## src/rtl/core/upd_pkg.sv

```systemverilog
// Package for the form-string percent decoder: payload structs, phase codes,
// character constants and character class helpers. No dependencies.
package upd_pkg;

    localparam int QUEUE_DEPTH_DEF = 4;
    localparam int MAX_GROUP       = 3;

    localparam logic [7:0] PCT_CHAR   = 8'h25;
    localparam logic [7:0] PLUS_CHAR  = 8'h2B;
    localparam logic [7:0] SPACE_CHAR = 8'h20;
    localparam logic [7:0] CASE_DIST  = 8'h20;   // 'a' - 'A'
    localparam logic [7:0] ALPHA_BIAS = 8'h37;   // 'A' - 10
    localparam logic [7:0] DIGIT_BASE = 8'h30;

    typedef enum logic [1:0] {
        PH_IDLE = 2'd0,
        PH_PCT  = 2'd1,
        PH_DIG  = 2'd2
    } t_phase;

    typedef struct packed {
        logic [7:0] in_byte;
        logic       in_last;
    } t_in_item;

    typedef struct packed {
        logic [7:0] out_byte;
        logic       out_last;
    } t_out_item;

    // Up to three output bytes caused by one input word.
    typedef struct packed {
        logic [1:0]                   cnt;
        logic                         last;
        logic [MAX_GROUP-1:0][7:0]    bytes;
    } t_group;

    typedef struct packed {
        logic full;
        logic empty;
    } t_q_status;

    function automatic logic is_hex(input logic [7:0] c);
        return (c >= 8'h30 && c <= 8'h39) || (c >= 8'h41 && c <= 8'h46) ||
               (c >= 8'h61 && c <= 8'h66);
    endfunction

    function automatic logic [3:0] hex_value(input logic [7:0] c);
        logic [7:0] u;
        logic [7:0] v;
        u = (c >= 8'h61) ? (c - CASE_DIST) : c;
        v = (u >= 8'h41) ? (u - ALPHA_BIAS) : (u - DIGIT_BASE);
        return v[3:0];
    endfunction

    function automatic logic [7:0] to_lower(input logic [7:0] c);
        return (c >= 8'h41 && c <= 8'h5A) ? (c + CASE_DIST) : c;
    endfunction

    // Output of a character that is not a percent sign, with no escape pending.
    function automatic logic [7:0] plain_map(input logic [7:0] c);
        return (c == PLUS_CHAR) ? SPACE_CHAR : to_lower(c);
    endfunction

endpackage

```

## src/rtl/core/upd_front.sv

```systemverilog
// Front end of the percent decoder: tracks the escape phase and turns each
// accepted word into a group of up to three output bytes. Uses upd_pkg.
module upd_front (
    input  logic              i_clk,
    input  logic              i_rst_n,
    input  logic              i_accept,
    input  upd_pkg::t_in_item i_item,
    output upd_pkg::t_group   o_group
);

    upd_pkg::t_phase r_phase, n_phase;
    logic [7:0]      r_held, n_held;

    always_ff @(posedge i_clk) begin
        if (!i_rst_n) begin
            r_phase <= upd_pkg::PH_IDLE;
            r_held  <= '0;
        end else if (i_accept) begin
            r_phase <= n_phase;
            r_held  <= n_held;
        end
    end

    always_comb begin
        logic [7:0]                          c;
        logic [1:0]                          cnt;
        logic [upd_pkg::MAX_GROUP-1:0][7:0]  b;
        c       = i_item.in_byte;
        cnt     = '0;
        b       = '0;
        n_phase = r_phase;
        n_held  = r_held;
        case (r_phase)
            upd_pkg::PH_PCT: begin
                if (upd_pkg::is_hex(c)) begin
                    n_held  = c;
                    n_phase = upd_pkg::PH_DIG;
                end else begin
                    b[cnt] = upd_pkg::PCT_CHAR;
                    cnt    = cnt + 2'd1;
                    if (c == upd_pkg::PCT_CHAR) begin
                        n_phase = upd_pkg::PH_PCT;
                    end else begin
                        b[cnt]  = upd_pkg::plain_map(c);
                        cnt     = cnt + 2'd1;
                        n_phase = upd_pkg::PH_IDLE;
                    end
                end
            end
            upd_pkg::PH_DIG: begin
                if (upd_pkg::is_hex(c)) begin
                    b[cnt]  = {upd_pkg::hex_value(r_held), upd_pkg::hex_value(c)};
                    cnt     = cnt + 2'd1;
                    n_phase = upd_pkg::PH_IDLE;
                end else begin
                    // Broken escape: emit the percent sign and the held digit.
                    b[cnt] = upd_pkg::PCT_CHAR;
                    cnt    = cnt + 2'd1;
                    b[cnt] = upd_pkg::to_lower(r_held);
                    cnt    = cnt + 2'd1;
                    if (c == upd_pkg::PCT_CHAR) begin
                        n_phase = upd_pkg::PH_PCT;
                    end else begin
                        b[cnt]  = upd_pkg::plain_map(c);
                        cnt     = cnt + 2'd1;
                        n_phase = upd_pkg::PH_IDLE;
                    end
                end
            end
            default: begin
                if (c == upd_pkg::PCT_CHAR) begin
                    n_phase = upd_pkg::PH_PCT;
                end else begin
                    b[cnt]  = upd_pkg::plain_map(c);
                    cnt     = cnt + 2'd1;
                    n_phase = upd_pkg::PH_IDLE;
                end
            end
        endcase

        if (i_item.in_last) begin
            // Flush whatever escape is still pending.
            if (n_phase == upd_pkg::PH_PCT) begin
                b[cnt] = upd_pkg::PCT_CHAR;
                cnt    = cnt + 2'd1;
            end else if (n_phase == upd_pkg::PH_DIG) begin
                b[cnt] = upd_pkg::PCT_CHAR;
                cnt    = cnt + 2'd1;
                b[cnt] = upd_pkg::to_lower(n_held);
                cnt    = cnt + 2'd1;
            end
            n_phase = upd_pkg::PH_IDLE;
            n_held  = '0;
        end

        o_group.cnt   = cnt;
        o_group.last  = i_item.in_last;
        o_group.bytes = b;
    end

endmodule

```

## src/rtl/core/upd_queue.sv

```systemverilog
// Short group queue between front and back end of the percent decoder.
// Uses upd_pkg for the group and status types.
module upd_queue #(
    parameter int DEPTH = upd_pkg::QUEUE_DEPTH_DEF
) (
    input  logic               i_clk,
    input  logic               i_rst_n,
    input  logic               i_wr,
    input  upd_pkg::t_group    i_wr_group,
    input  logic               i_rd,
    output upd_pkg::t_group    o_rd_group,
    output upd_pkg::t_q_status o_status
);

    localparam int PW = (DEPTH > 1) ? $clog2(DEPTH) : 1;
    localparam int CW = $clog2(DEPTH + 1);
    localparam logic [PW-1:0] LAST_PTR = PW'(DEPTH - 1);
    localparam logic [CW-1:0] FULL_CNT = CW'(DEPTH);

    upd_pkg::t_group r_mem [DEPTH];
    logic [PW-1:0]   r_wr_ptr, r_rd_ptr;
    logic [CW-1:0]   r_count;

    always_ff @(posedge i_clk) begin
        if (i_wr) begin
            r_mem[r_wr_ptr] <= i_wr_group;
        end
    end

    always_ff @(posedge i_clk) begin
        if (!i_rst_n) begin
            r_wr_ptr <= '0;
            r_rd_ptr <= '0;
            r_count  <= '0;
        end else begin
            if (i_wr) begin
                r_wr_ptr <= (r_wr_ptr == LAST_PTR) ? '0 : r_wr_ptr + PW'(1);
            end
            if (i_rd) begin
                r_rd_ptr <= (r_rd_ptr == LAST_PTR) ? '0 : r_rd_ptr + PW'(1);
            end
            case ({i_wr, i_rd})
                2'b10:   r_count <= r_count + CW'(1);
                2'b01:   r_count <= r_count - CW'(1);
                default: r_count <= r_count;
            endcase
        end
    end

    assign o_rd_group     = r_mem[r_rd_ptr];
    assign o_status.full  = (r_count == FULL_CNT);
    assign o_status.empty = (r_count == '0);

endmodule

```

## src/rtl/core/upd_back.sv

```systemverilog
// Back end of the percent decoder: holds one group and hands its bytes out
// one byte per pop. Uses upd_pkg for the group and output types.
module upd_back (
    input  logic               i_clk,
    input  logic               i_rst_n,
    input  upd_pkg::t_q_status i_q_status,
    input  upd_pkg::t_group    i_group,
    output logic               o_q_rd,
    input  logic               i_pop,
    output logic               o_empty,
    output upd_pkg::t_out_item o_item
);

    logic            r_valid;
    upd_pkg::t_group r_group;
    logic [1:0]      r_idx;
    logic            w_final, w_done, w_load;

    assign w_final = (r_idx == (r_group.cnt - 2'd1));
    assign w_done  = r_valid && i_pop && w_final;
    assign w_load  = (!r_valid || w_done) && !i_q_status.empty;
    assign o_q_rd  = w_load;

    always_ff @(posedge i_clk) begin
        if (!i_rst_n) begin
            r_valid <= 1'b0;
            r_idx   <= '0;
        end else if (w_load) begin
            r_valid <= 1'b1;
            r_idx   <= '0;
        end else if (w_done) begin
            r_valid <= 1'b0;
            r_idx   <= '0;
        end else if (r_valid && i_pop) begin
            r_idx   <= r_idx + 2'd1;
        end
    end

    always_ff @(posedge i_clk) begin
        if (w_load) begin
            r_group <= i_group;
        end
    end

    assign o_empty         = !r_valid;
    assign o_item.out_byte = r_group.bytes[r_idx];
    assign o_item.out_last = r_group.last && w_final;

endmodule

```

## src/rtl/core/url_percent_decoder.sv

```systemverilog
// Top level of the streaming form-string percent decoder.
// Depends on upd_pkg, upd_front, upd_queue and upd_back.
//
// Usage:
//   Input channel: drive i_in_item and raise push; a word is taken at a clock
//   edge with push high and full low. One character per word, in_last on the
//   final character of a string.
//   Result channel: while empty is low, o_out_item shows the oldest decoded
//   byte; it is taken at an edge with pop high. out_last marks the final
//   byte of a string.
//   Path: the front end writes each accepted word's group into the queue,
//   and the back end loads it from there once its output stage is free.
//   Throughput: one input word per cycle while full is low; the result
//   port moves one byte per cycle while pop is high, and a pending percent
//   sign or hex digit yields no byte.
//   The group queue (QUEUE_DEPTH groups) absorbs the difference.
//   Stall: when pop stays low the current result holds, the queue fills and
//   full rises; push is then ignored until a group drains.
//   Reset (synchronous, active low): escape phase clears, queue and output
//   stage empty; no result is lost or repeated across a stall.
module url_percent_decoder #(
    parameter int QUEUE_DEPTH = upd_pkg::QUEUE_DEPTH_DEF
) (
    input  logic               i_clk,
    input  logic               i_rst_n,
    input  logic               push,
    output logic               full,
    input  upd_pkg::t_in_item  i_in_item,
    output logic               empty,
    input  logic               pop,
    output upd_pkg::t_out_item o_out_item
);

    upd_pkg::t_group    w_front_group;
    upd_pkg::t_group    w_q_group;
    upd_pkg::t_q_status w_q_status;
    logic               w_accept;
    logic               w_q_wr;
    logic               w_q_rd;

    // Take a word whenever the queue has room; drop groups that carry no byte.
    assign full     = w_q_status.full;
    assign w_accept = push && !w_q_status.full;
    assign w_q_wr   = w_accept && (w_front_group.cnt != 2'd0);

    upd_front u_front (
        .i_clk   (i_clk),
        .i_rst_n (i_rst_n),
        .i_accept(w_accept),
        .i_item  (i_in_item),
        .o_group (w_front_group)
    );

    upd_queue #(
        .DEPTH(QUEUE_DEPTH)
    ) u_queue (
        .i_clk     (i_clk),
        .i_rst_n   (i_rst_n),
        .i_wr      (w_q_wr),
        .i_wr_group(w_front_group),
        .i_rd      (w_q_rd),
        .o_rd_group(w_q_group),
        .o_status  (w_q_status)
    );

    // Advance one byte per pop, reloading from the queue on a group's last byte.
    upd_back u_back (
        .i_clk     (i_clk),
        .i_rst_n   (i_rst_n),
        .i_q_status(w_q_status),
        .i_group   (w_q_group),
        .o_q_rd    (w_q_rd),
        .i_pop     (pop),
        .o_empty   (empty),
        .o_item    (o_out_item)
    );

endmodule

```

## config.mk

```make
export PLATFORM = sky130hd
export DESIGN_NAME = url_percent_decoder
export DESIGN_NICKNAME = d
export VERILOG_FILES = /design/src/rtl/core/upd_pkg.sv /design/src/rtl/core/upd_front.sv /design/src/rtl/core/upd_queue.sv /design/src/rtl/core/upd_back.sv /design/src/rtl/core/url_percent_decoder.sv
export SDC_FILE = /design/constraint.sdc
export NUM_CORES = 1
export LEC_CHECK = 0
export BUFFER_PORTS_ARGS = -buffer_cell sky130_fd_sc_hd__buf_4
export CAP_MARGIN = 20
export CORE_MARGIN = 2
export CORE_UTILIZATION = 57
export CTS_BUF_LIST = sky130_fd_sc_hd__clkbuf_8
export DETAILED_ROUTE_END_ITERATION = 7
export PLACE_DENSITY_LB_ADDON = 0.2
export SLEW_MARGIN = 15
export SYNTH_ARGS = -nofsm -noshare
export SYNTH_HDL_FRONTEND = slang
export SYNTH_SLANG_ARGS = --single-unit
```

## constraint.sdc

```tcl
create_clock -name i_clk -period 6.4 [get_ports i_clk]
set_input_delay 0.96 -clock i_clk [delete_from_list [all_inputs] [get_ports i_clk]]
set_output_delay 0.96 -clock i_clk [all_outputs]
set_load 0.01 [all_outputs]
```

# Word-level counts from Yosys, hierarchy flattened
# Memories as Yosys holds them, arrays and structs flattened. A register that Yosys moved wholly into a read port is not among the register bits.
# Index checks and enable logic that the tools add are counted.
# Widths: inputs -> output; s select.
dict set report word_totals {
  output_inout_bits 11
  input_bits 13
  mem_bits_rw 108
  reg_bits 20
  mem_count 1
  elab_cells 134
}
# memory depth width rd rd_clocked_by_memory_dff wr line_no
set memory_table {}
lappend memory_table {u_queue.r_mem 4 27 1 1 1 upd_queue.sv:20} ;# upd_pkg::t_group r_mem [DEPTH];
dict set report op_classes {
  order_cmp 19
  n_mux 49
  n_reduce_logical 25
  bitwise 4
  eq_ne 12
  add_sub_neg 17
}
# cell count
set ops {}
lappend ops {{$mux 8} 15}
lappend ops {{$mux 24} 3}
lappend ops {{$ge 8x7->1 const B} 7}
lappend ops {{$le 8x7->1 const B} 5}
lappend ops {{$demux 8 s2} 2}
lappend ops {{$mux 16} 2}
lappend ops {{$pmux 8 s2} 2}
lappend ops {{$add 8x6->8 const B} 3}
lappend ops {{$bwmux 24} 1}
lappend ops {{$mux 2} 11}
lappend ops {{$bmux 8 s2} 1}
lappend ops {{$eq 8x6->1 const B} 2}
lappend ops {{$sub 8x6->8 const B} 2}
lappend ops {{$and 15x15->15} 1}
lappend ops {{$not 15->15} 1}
lappend ops {{$logic_and 1x1->1} 14}
lappend ops {{$add 2x1->2 const B} 5}
lappend ops {{$eq 2x2->1 const B} 5}
lappend ops {{$lt 2x3->1 const B} 3}
lappend ops {{$or 9x9->9} 1}
lappend ops {{$ge 8x6->1 const B} 1}
lappend ops {{$le 8x6->1 const B} 1}
lappend ops {{$mux 4} 2}
lappend ops {{$pmux 2 s2} 2}
lappend ops {{17 further kinds} 34}

# Logic depth before layout (Yosys ltp)
# Gate-level depths: netlist (run 1).
dict set report depth {
  depth_word 16
  ltp_mapped 21
  ltp_nobuf 19
}

# Modules after synthesis
# Synthesis (run 1) repeated with hierarchy kept, for this count alone.
dict set report hier_totals {
  hier_cells 578
  hier_area_um2 7826.3
}
# module cells_per_inst n_inst area_per_inst_um2 seq_area_each_um2
set by_module_without_submodules {}
lappend by_module_without_submodules {upd_queue 188 1 4408.0 3423.3}
lappend by_module_without_submodules {upd_front 310 1 2215.9 200.2}
lappend by_module_without_submodules {upd_back 78 1 1181.1 870.8}
lappend by_module_without_submodules {url_percent_decoder 2 1 21.3 0.0}

# Worst setup path before layout (run 1)
# Ideal clock, no wire load.
dict set report synth_path {
  path_type {input to register}
  start {in i_in_item[2] in the netlist's numbering}
  end {reg u_queue.r_count[2]}
  arrival_ns 4.563
  required_time_ns 6.324
  setup_slack_ns 1.761
  setup_time_ns 0.076
  path_stages 21
  n_path_buf 2
  path_cell_list {inv_1 ha_1 or4b_1 buf_2 nor3_4 a211oi_4 nor3_4 o21a_1 inv_1 ha_1 clkbuf_1 nor2_1 o41a_1 a211oi_4 inv_1 ha_1 inv_1 fa_1 xor2_1 or3_1 a21boi_0}
}
dict set report synth_between {
  elab_chain_len 15
  word_cells_on_any_way 35
  cone_classes {add/sub: 2; order compare: 6; eq/ne: 5; mux: 14; reduce/logical: 8}
}
# item line_no
set synth_rtl {}
lappend synth_rtl {{start: declaration} url_percent_decoder.sv:28} ;# input upd_pkg::t_in_item i_in_item,
lappend synth_rtl {{$ge 8x6->1 (tied with other cells)} upd_pkg.sv:44} ;# return (c >= 8'h30 && c <= 8'h39) || (c >= 8'h41 && c <= 8'h46) ||
lappend synth_rtl {{$logic_and 1x1->1} upd_pkg.sv:44}
lappend synth_rtl {{$logic_or 1x1->1 (2 in series)} upd_pkg.sv:44}
lappend synth_rtl {{$mux 2 (on tied branches)} {upd_front.sv:51, upd_front.sv:35}}
lappend synth_rtl {{$pmux 2 s2} upd_front.sv:33} ;# case (r_phase)
lappend synth_rtl {{$add 2x1->2} {upd_front.sv:85, upd_front.sv:88}}
lappend synth_rtl {{$add 2x1->2} upd_front.sv:90} ;# cnt = cnt + 2'd1;
lappend synth_rtl {{$mux 2} upd_front.sv:86} ;# end else if (n_phase == upd_pkg::PH_DIG) begin
lappend synth_rtl {{$mux 2} upd_front.sv:83} ;# if (n_phase == upd_pkg::PH_PCT) begin
lappend synth_rtl {{$mux 2 (*)} upd_front.sv:81} ;# if (i_item.in_last) begin
lappend synth_rtl {{$reduce_bool 2->1 (*)} url_percent_decoder.sv:44} ;# assign w_q_wr = w_accept && (w_front_group.cnt != 2'd0);
lappend synth_rtl {{$logic_and 1x1->1 (*)} url_percent_decoder.sv:44}
lappend synth_rtl {{$eq 2x1->1 / $eq 2x2->1 (equally long branches)} upd_queue.sv:42} ;# case ({i_wr, i_rd})
lappend synth_rtl {{$pmux 3 s2 / $reduce_bool 2->1 (equally long branches)} n/a}
lappend synth_rtl {{end signal: assignment} upd_queue.sv:43} ;# 2'b10: r_count <= r_count + CW'(1);
lappend synth_rtl {{end signal: assignment} upd_queue.sv:44} ;# 2'b01: r_count <= r_count - CW'(1);
lappend synth_rtl {{end signal: assignment} upd_queue.sv:45} ;# default: r_count <= r_count;
lappend synth_rtl {{end: declaration} upd_queue.sv:22} ;# logic [CW-1:0] r_count;
# Mark *: on every way between the ends. The rest lies on a longest branch, timed or not.
# A chain may end at the register's enable or synchronous reset.

# Worst setup path after layout (run 1)
# Ends and elaborated chain as after synthesis.

==> run metrics, run 1 <==
outcome=completed; total die area=14500 µm²; Min Hold Slack=0.524 ns; worst-margin pin slew=0.951 ns; Yosys reg bits=155; Gate Count Post-Synth=582; DR vias=5005; Post-synth top flop=edfxtp_1; overall routed net length=17700 µm; Die W=121 µm; layout cells sized above 1=17.6%; worst clock skew=0.0110 ns; Syn Nets=624; fill count=998; pre-CTS setup slack=1.13 ns; n_diodes=0; Post-route DRC=0; post-synthesis cell type count=72; Cell Area, Placed=8050 µm²; Worst-path clk slew=0.08 ns; leakage power=0.00293 µW; mean post-synth cell area=13.3 µm²; drt pass-1 iters=5; overall global routing resource usage=25.7%; Routed Antenna Nets=0; Post-synth ARST share=0%; gpl congestion=0.955; Crit Path Max Fanout=10; I/O Pins=24; H-tree Lvls=4; Final nets=642; Root Driver=clkbuf_8; top achievable clock speed=0.205 GHz; EDFF count, synth=135; final setup fails=0; final worst path period share=76.1%; RSZ-0062 raised after global routing=false; slew margin rel.=36.0%; initial DRC count=560; largest net degree at the start of global routing=32; CP Class=in2reg; clk sinks=155; Storage cell area=4460 µm²; Synth top cells by count=edfxtp_1 (135), nand2_1 (44), inv_1 (30), ha_1 (28); CP arrival=5.24 ns; Worst-Skew Late Latency=0.45 ns; Syn Std Cell Area=7740 µm²; initial antenna violation count=0; multi-input logic area=3040 µm²; synth top area cells=edfxtp_1 (52%), mux4_2 (7.9%), dfxtp_1 (5.2%); most common cell in the netlist=edfxtp_1; sequential fraction of the synthesis area=57.5%; CTS tree=done; Fin Setup TNS=0 ns; Die Ht=121 µm; Yosys top cell by area=edfxtp_1; initial core utilization=58.4%; required time of the critical path=6.77 ns; Syn-to-layout area delta=9.59%; number of buffers inserted by post-CTS setup repair=0; CTS Buf Count=17; Rows=42; PortBufs=23; top-area cell type share of the netlist area=52.4%; fin. max-slew vios=0; fin util=64.0%; first-pass GRT wire length=27500 µm; MaxCap Viol Count=0; Peak VDD IR=0.173 mV; PwrDens=343 nW/µm²; worst setup margin=1.53 ns; hold_buf cts=0; number of global-route vias before repair=4864; fin area=8480 µm²; Min-Delay Path Class=reg2reg; Hold Fails Final Rpt=0; Worst setup EP type=flip-flop; fin crit period=4.87 ns; core box area=13200 µm²; CTS-repair resized insts=0; Routed wire per std cell=22.4 µm; CP Launch Type=primary input; total congestion overflow=0; synth warn=0; number of vias per cell=6.34; Clock Path Buffers=2; DP Wirelength=12000 µm
==> routing by layer <==
layer,vias to the layer above,track usage (%),routed length (µm)
li1,2279,-,-
met1,2514,35.5,7690
met2,180,41.0,8650
met3,32,4.95,915
met4,0,9.52,402
met5,-,0,0
==> cell families (layout without fill, tap and decap cells) <==
family	after synthesis	count (layout)	share of synthesized area [%]
AO/OA/AOI/OAI	133	133	12.4
XOR/XNOR	10	10	1.13
adder cells (fa/ha/maj)	29	29	4.79
buffers and inverters	61	92	3.36
flip-flops	155	155	57.5
multiplexers	46	46	10.3
AND/OR/NAND/NOR	148	148	10.4
==> layout make-up <==
class	count	share of cell area (%)
clock inverters	15	2.32
well taps	176	2.60
multi-input cells	366	35.8
repair buffers	30	2.66
inverters	30	1.33
clock buffers	17	2.76
flip-flops and latches	155	52.5
==> through the flow <==
| step | power [µW] | cells |
|---|---|---|
| after floorplan | 1910 | 582 |
| after global placement | 2120 | 757 |
| after detailed placement | 2160 | 757 |
| after CTS | 2940 | 789 |
| after global routing | 3060 | 789 |
| final | 2910 | 789 |
==> worst paths after layout <==
kind                       start                  end  slack, ns  depth (start not counted)
max                 i_in_item[2]   u_queue.r_count[2]       1.53                         20
min          u_queue.r_wr_ptr[0]  u_queue.r_wr_ptr[0]       0.52                          2
max reg2reg   u_front.r_phase[0]   u_queue.r_count[2]       1.97                         18
min reg2reg  u_queue.r_wr_ptr[0]  u_queue.r_wr_ptr[0]       0.52                          2
==> registers in the layout (all words and copies together) (netlist names) <==
name / flops
u_back.r_group: 27
u_queue.r_rd_ptr: 2
u_queue.r_mem: 108
u_back.r_idx: 2
u_front.r_phase: 2
u_queue.r_count: 3
u_front.r_held: 8
u_back.r_valid: 1
u_queue.r_wr_ptr: 2
==> power by group <==
| part | switching [µW] | total, µW | internal [µW] |
|---|---|---|---|
| clock network | 353 | 778 | 425 |
| registers | 93.4 | 1440 | 1350 |
| logic | 377 | 687 | 310 |
| total | 824 | 2910 | 2090 |
==> worst max-delay path: stages <==
cell and delay (ns):
buf_4 0.16, inv_1 0.12, ha_1 0.21, or4b_1 0.64, o22ai_1 0.26, nor2_1 0.17
nor3_4 0.28, o21a_1 0.22, inv_1 0.10, ha_1 0.31, nor2_1 0.14, o41a_1 0.22
a211oi_4 0.11, inv_1 0.08, ha_1 0.18, inv_1 0.06, fa_1 0.38, xor2_1 0.15
or3_1 0.29, a21boi_0 0.19
==> cells in the final DEF (no fill, tap or decap), types with 5 or more instances in the layout <==
cell,Yosys,routed
a21o_1,6,6
o21ai_0,26,26
nor2_1,27,27
nand3_1,11,11
or3_1,7,7
and2_1,13,13
a21oi_1,23,22
mux2i_1,19,19
nand2b_1,5,5
inv_1,30,32
mux4_2,27,27
buf_4,1,30
and3_1,6,6
a22oi_1,12,12
xnor2_1,8,8
ha_1,28,28
o22ai_1,16,16
dfxtp_1,20,18
nor3_1,5,5
edfxtp_1,135,135
clkbuf_8,0,17
nor2b_1,8,8
o21a_1,5,5
nand2_1,44,44
No activity file was read; power rests on OpenSTA's default activity.
==> run 2: changes to the inputs <==
==> constraint.sdc (replaced) <==
create_clock -name i_clk -period 4.3 [get_ports i_clk]
set_input_delay 0.645 -clock i_clk [delete_from_list [all_inputs] [get_ports i_clk]]
set_output_delay 0.645 -clock i_clk [all_outputs]
set_load 0.01 [all_outputs]
==> run 2 against run 1 <==
Clock power rose by 32%; cell count increased by 3.3%; via count decreased by 0.24%; routed wire length decreased by 3.0%; hold slack worse by 0.0016 ns; combinational power rose by 60%; non-clock buffer count rose by 26; final area rose by 2.5%; critical endpoint unchanged; clock skew up 0.00087 ns; flip-flop and latch count unchanged.
==> run metrics, run 2 (synthesized netlist as in run 1, its figures left out) <==
outcome=completed; commonest non-fill, non-tap cell in the layout=edfxtp_1; n_diodes=0; Worst setup EP type=flip-flop; CP cell instances=buf_4 > inv_1 > ha_1 > or4b_1 > o22ai_2 > nor2_2 > nor3_4 > o21a_1 > inv_1 > ha_1 > nor3_1 > buf_4 > a211oi_4 > inv_1 > ha_1 > inv_1 > fa_1 > xor2_1 > or3_1 > a21boi_0; Worst-path clk slew=0.08 ns; initial DRC count=554; DR vias=4993; min-delay src=u_queue.r_wr_ptr[1]; Peak VDD IR=0.270 mV; gpl congestion=0.916; r2r worst-path depth=15; Post-route DRC=0; Worst-Skew Late Latency=0.45 ns; Final nets=668; PwrDens=488 nW/µm²; reg2reg start=u_front.r_phase[0]; most flop-heavy register=u_queue.r_mem; hold worst-path end=u_queue.r_wr_ptr[1]; clk sinks=155; RSZ-0062 raised after global routing=false; worst-margin pin slew=0.774 ns; fin crit period=4.04 ns; final setup fails=0; first-pass GRT wire length=27100 µm; CTS tree=done; FF-to-FF End=u_queue.r_count[2]; MaxCap Viol Count=0; slew margin rel.=48.3%; initial core utilization=58.4%; Hold Crit Depth=2; Die W=121 µm; CTS-repair resized insts=0; crit-path most repeated cell=inv_1; number of vias per cell=6.13; required time of the critical path=4.67 ns; CTS Buf Count=17; CP arrival=4.40 ns; CP Launch Point=i_in_item[2]; Min Hold Slack=0.523 ns; largest net degree at the start of global routing=31; most frequent cells in the layout=edfxtp_1 (135), buf_4 (51), nand2_1 (44); top achievable clock speed=0.248 GHz; overall routed net length=17100 µm; number of global-route vias before repair=4977; DP Wirelength=12100 µm; worst clock skew=0.0118 ns; Min-Delay Path Class=reg2reg; core box area=13200 µm²; hold_buf cts=0; Routed Antenna Nets=0; I/O Pins=24; Root Driver=clkbuf_8; initial antenna violation count=0; layout cells sized above 1=21.3%; total congestion overflow=0; top flop regs=u_queue.r_mem: 108 flops, u_back.r_group: 27 flops, u_front.r_held: 8 flops; Hold Fails Final Rpt=0; CP Launch Type=primary input; Rows=42; overall global routing resource usage=25.1%; number of buffers inserted by post-CTS setup repair=0; CP Class=in2reg; H-tree Lvls=4; max reg flops=108; fin. max-slew vios=0; Clock Path Buffers=2; drt pass-1 iters=6; Routed wire per std cell=21.0 µm; max incr delay on CP=0.58 ns; slowest CP cell=or4b_1; Crit Path Max Fanout=4; leakage power=0.00304 µW; total die area=14500 µm²; final worst path period share=93.9%; R2R setup slack=0.77 ns; Die Ht=121 µm; PortBufs=23; fill count=975; fin util=65.6%; Syn-to-layout area delta=12.3%
[run 2: where the power goes]
group / internal, µW / total (µW) / switching, µW
Sequential: 2010 / 2110 / 106
Combinational: 510 / 1100 / 595
Clock: 468 / 1030 / 559
Total: 2990 / 4250 / 1260
[run 2: metal layers]
metal	GRT usage (%)	share of wire (%)	vias to the layer above
met5	0	0	-
li1	-	-	2327
met2	41.5	50	176
met4	8.94	2.1	0
met3	4.81	5.7	26
met1	33.6	42	2464
[run 2: worst max-delay path by stage]
stage	endpoint	slack, ns	cells after the start
2_1_floorplan	u_queue.r_count[2]	0.01	21
3_3_place_gp	u_queue.r_count[2]	0.07	20
3_5_place_dp	u_queue.r_count[2]	-0.17	20
4_1_cts	u_queue.r_count[2]	0.31	20
5_1_grt	u_queue.r_count[2]	0.05	20
6_report	u_queue.r_count[2]	0.26	20
[run 2: layout make-up]
type / instances / area (µm²) / area share [%]
multi-input combinational: 366 / 3050 / 35.0
tap: 176 / 220 / 2.53
clock inverter: 15 / 143 / 1.64
clock buffer: 17 / 234 / 2.69
inverter: 30 / 113 / 1.30
sequential: 155 / 4460 / 51.3
timing repair buffer: 56 / 483 / 5.56
[run 2: stage by stage]
stage	power [µW]	instance area [µm²]	worst slack (ns)	std cells	TNS, ns
6_report	4250	8690	0.263	815	0
5_1_grt	4460	8690	0.0481	815	0
4_1_cts	4280	8670	0.310	814	0
3_5_place_dp	3260	8300	-0.166	782	-0.166
3_3_place_gp	3190	8300	0.0706	782	0
2_1_floorplan	2850	7750	0.0147	582	0
[run 2: critical path, delay by kind of cell]
family	cells	cell delay, ns
AND/OR/NAND/NOR	5	1.37
XOR/XNOR	1	0.17
buffers and inverters	6	0.52
AO/OA/AOI/OAI	4	0.63
adder cells (fa/ha/maj)	4	1.06
==> run 3: changes to the inputs <==
--- a/config.mk
+++ b/config.mk
@@ -15,4 +15,5 @@
 export SLEW_MARGIN = 15
 export SYNTH_ARGS = -nofsm -noshare
 export SYNTH_HDL_FRONTEND = slang
+export SYNTH_HIERARCHICAL = 1
 export SYNTH_SLANG_ARGS = --single-unit
==> run 3 against run 2 <==
Utilization shrank 0.23 points; routed wire length is 2.6% higher; power shrank 3.2%; worst setup slack improved by 0.25 ns; die area grew 1.1%; count of clock-buffer cells in the layout increased by 2; cell count is 1.7% lower; final area is 0.45% higher; synthesized area grew 1.1%; via count up 0.98%; flip-flop and latch count grew 2; register-to-register slack improved by 0.04 ns.
==> run metrics, run 3 <==
Post-synth top flop=edfxtp_1; leakage power=0.00298 µW; R2R setup slack=0.81 ns; I/O Pins=24; Min Hold Slack=0.432 ns; FF-to-FF End=u_queue/r_count[2]; required time of the critical path=4.67 ns; Yosys top cell by area=edfxtp_1; commonest non-fill, non-tap cell in the layout=edfxtp_1; max reg flops=108; EDFF count, synth=135; Worst-Skew Late Latency=0.44 ns; Yosys reg bits=157; Worst setup EP type=flip-flop; Routed wire per std cell=21.9 µm; outcome=completed; CTS-repair resized insts=0; Rows=42; PwrDens=471 nW/µm²; mean post-synth cell area=13.5 µm²; largest net degree at the start of global routing=31; top-area cell type share of the netlist area=51.8%; initial antenna violation count=0; Gate Count Post-Synth=578; worst-margin pin slew=0.940 ns; number of global-route vias before repair=4962; Peak VDD IR=0.218 mV; min-delay src=pop; Post-synth ARST share=0%; MaxCap Viol Count=0; fin crit period=3.79 ns; initial core utilization=58.6%; Syn Nets=619; top achievable clock speed=0.264 GHz; r2r worst-path depth=17; CP arrival=4.16 ns; most flop-heavy register=u_queue/r_mem; CTS Buf Count=17; overall global routing resource usage=25.6%; clk sinks=157; DP Wirelength=12500 µm; slew margin rel.=37.3%; worst clock skew=0.0134 ns; reg2reg start=u_front/r_phase[0]; fin. max-slew vios=0; top flop regs=u_queue/r_mem: 108 flops, u_back/r_group: 27 flops, u_front/r_held: 8 flops; Crit Path Max Fanout=9; Hold Crit Depth=2; synth top area cells=edfxtp_1 (52%), mux4_2 (5.8%), dfxtp_1 (5.6%); post-synthesis cell type count=80; sequential fraction of the synthesis area=57.4%; Clock Path Buffers=2; initial DRC count=464; Die Ht=121 µm; overall routed net length=17600 µm; final worst path period share=88.1%; total congestion overflow=0; gpl congestion=0.957; Routed Antenna Nets=0; PortBufs=23; drt pass-1 iters=6; Die W=121 µm; Hold Fails Final Rpt=0; total die area=14700 µm²; number of buffers inserted by post-CTS setup repair=0; Pwr Total=4110 µW; number of vias per cell=6.29; CTS tree=done; Worst-path clk slew=0.08 ns; hold worst-path end=u_back/r_valid; Syn-to-layout area delta=11.6%; n_diodes=0; CP Launch Type=primary input; Root Driver=clkbuf_8; core box area=13300 µm²; Min-Delay Path Class=in2reg; Synth top cells by count=edfxtp_1 (135), nand2_1 (40), inv_1 (28), ha_1 (27), dfxtp_1 (22); Fin Setup TNS=0 ns; layout cells sized above 1=20.5%; CP Class=in2reg; DR vias=5042; H-tree Lvls=4; Post-route DRC=0; Syn Std Cell Area=7830 µm²; RSZ-0062 raised after global routing=false; most frequent cells in the layout=edfxtp_1 (135), buf_4 (42), nand2_1 (40); most common cell in the netlist=edfxtp_1; Final nets=653; synth warn=6; final setup fails=0; first-pass GRT wire length=27600 µm; hold_buf cts=0
==> run 3: worst max-delay path, cell delays in order <==
cell,delay (ns)
buf_4,0.15
inv_2,0.09
ha_2,0.20
or3b_1,0.40
o2111a_1,0.17
or2_1,0.28
nor3_4,0.14
inv_2,0.07
ha_2,0.18
o32ai_2,0.26
nor2_2,0.07
o21a_1,0.18
inv_1,0.08
ha_2,0.19
inv_1,0.05
fa_1,0.37
xor2_1,0.16
or3_1,0.31
a21boi_0,0.16
==> run 3: area by class of cell <==
cell class                 count  area, µm²
tap                          176        220
clock inverter                13        165
sequential                   157       4500
clock buffer                  19        262
fill                         997       4620
timing repair buffer          46        395
inverter                      29        109
multi-input combinational    361       3090
==> run 3: worst max-delay path by stage <==
stage / startpoint / to / slack [ns] / depth (start not counted)
final: i_in_item[2] / u_queue/r_count[2] / 0.51 / 19
after global routing: i_in_item[2] / u_queue/r_count[2] / 0.36 / 19
after CTS: i_in_item[2] / u_queue/r_count[2] / 0.54 / 19
after detailed placement: i_in_item[2] / u_queue/r_count[2] / 0.07 / 19
after global placement: i_in_item[2] / u_queue/r_count[2] / 0.16 / 19
after floorplan: i_in_item[8] / u_queue/r_count[2] / 0.007 / 18
==> run 3: power by group <==
part           total, µW  internal (µW)  switching, µW
Clock               1130            608            523
Sequential          2100           1970            123
Combinational        882            420            462
==> run 3: kinds of logic after synthesis <==
kind of cell | after synthesis | synth area share [%]
DFF | 157 | 57.4
and+or+nand+nor | 147 | 10.4
AOI/OAI and AO/OA | 132 | 12.3
buffers and inverters | 60 | 3.79
muxes | 49 | 11.0
adders and majority gates | 28 | 4.57
xor gates and xnor gates | 5 | 0.560
==> run 3: per-layer routing <==
| metal | vias up | routed length [µm] | global-route usage [%] |
|---|---|---|---|
| li1 | 2346 | - | - |
| met1 | 2455 | 7450 | 34.6 |
| met2 | 216 | 8770 | 41.7 |
| met3 | 25 | 1030 | 5.22 |
| met4 | 0 | 333 | 8.84 |
| met5 | - | 0 | 0 |
==> run 3: stage by stage <==
step	setup slack, ns	cell area (µm²)	cells	utilization (%)
5_1_grt	0.362	8730	801	65.4
2_1_floorplan	0.00681	7890	578	-
3_3_place_gp	0.158	8310	769	62.2
4_1_cts	0.540	8730	801	65.4
3_5_place_dp	0.0692	8310	769	62.2
6_report	0.510	8730	801	65.4
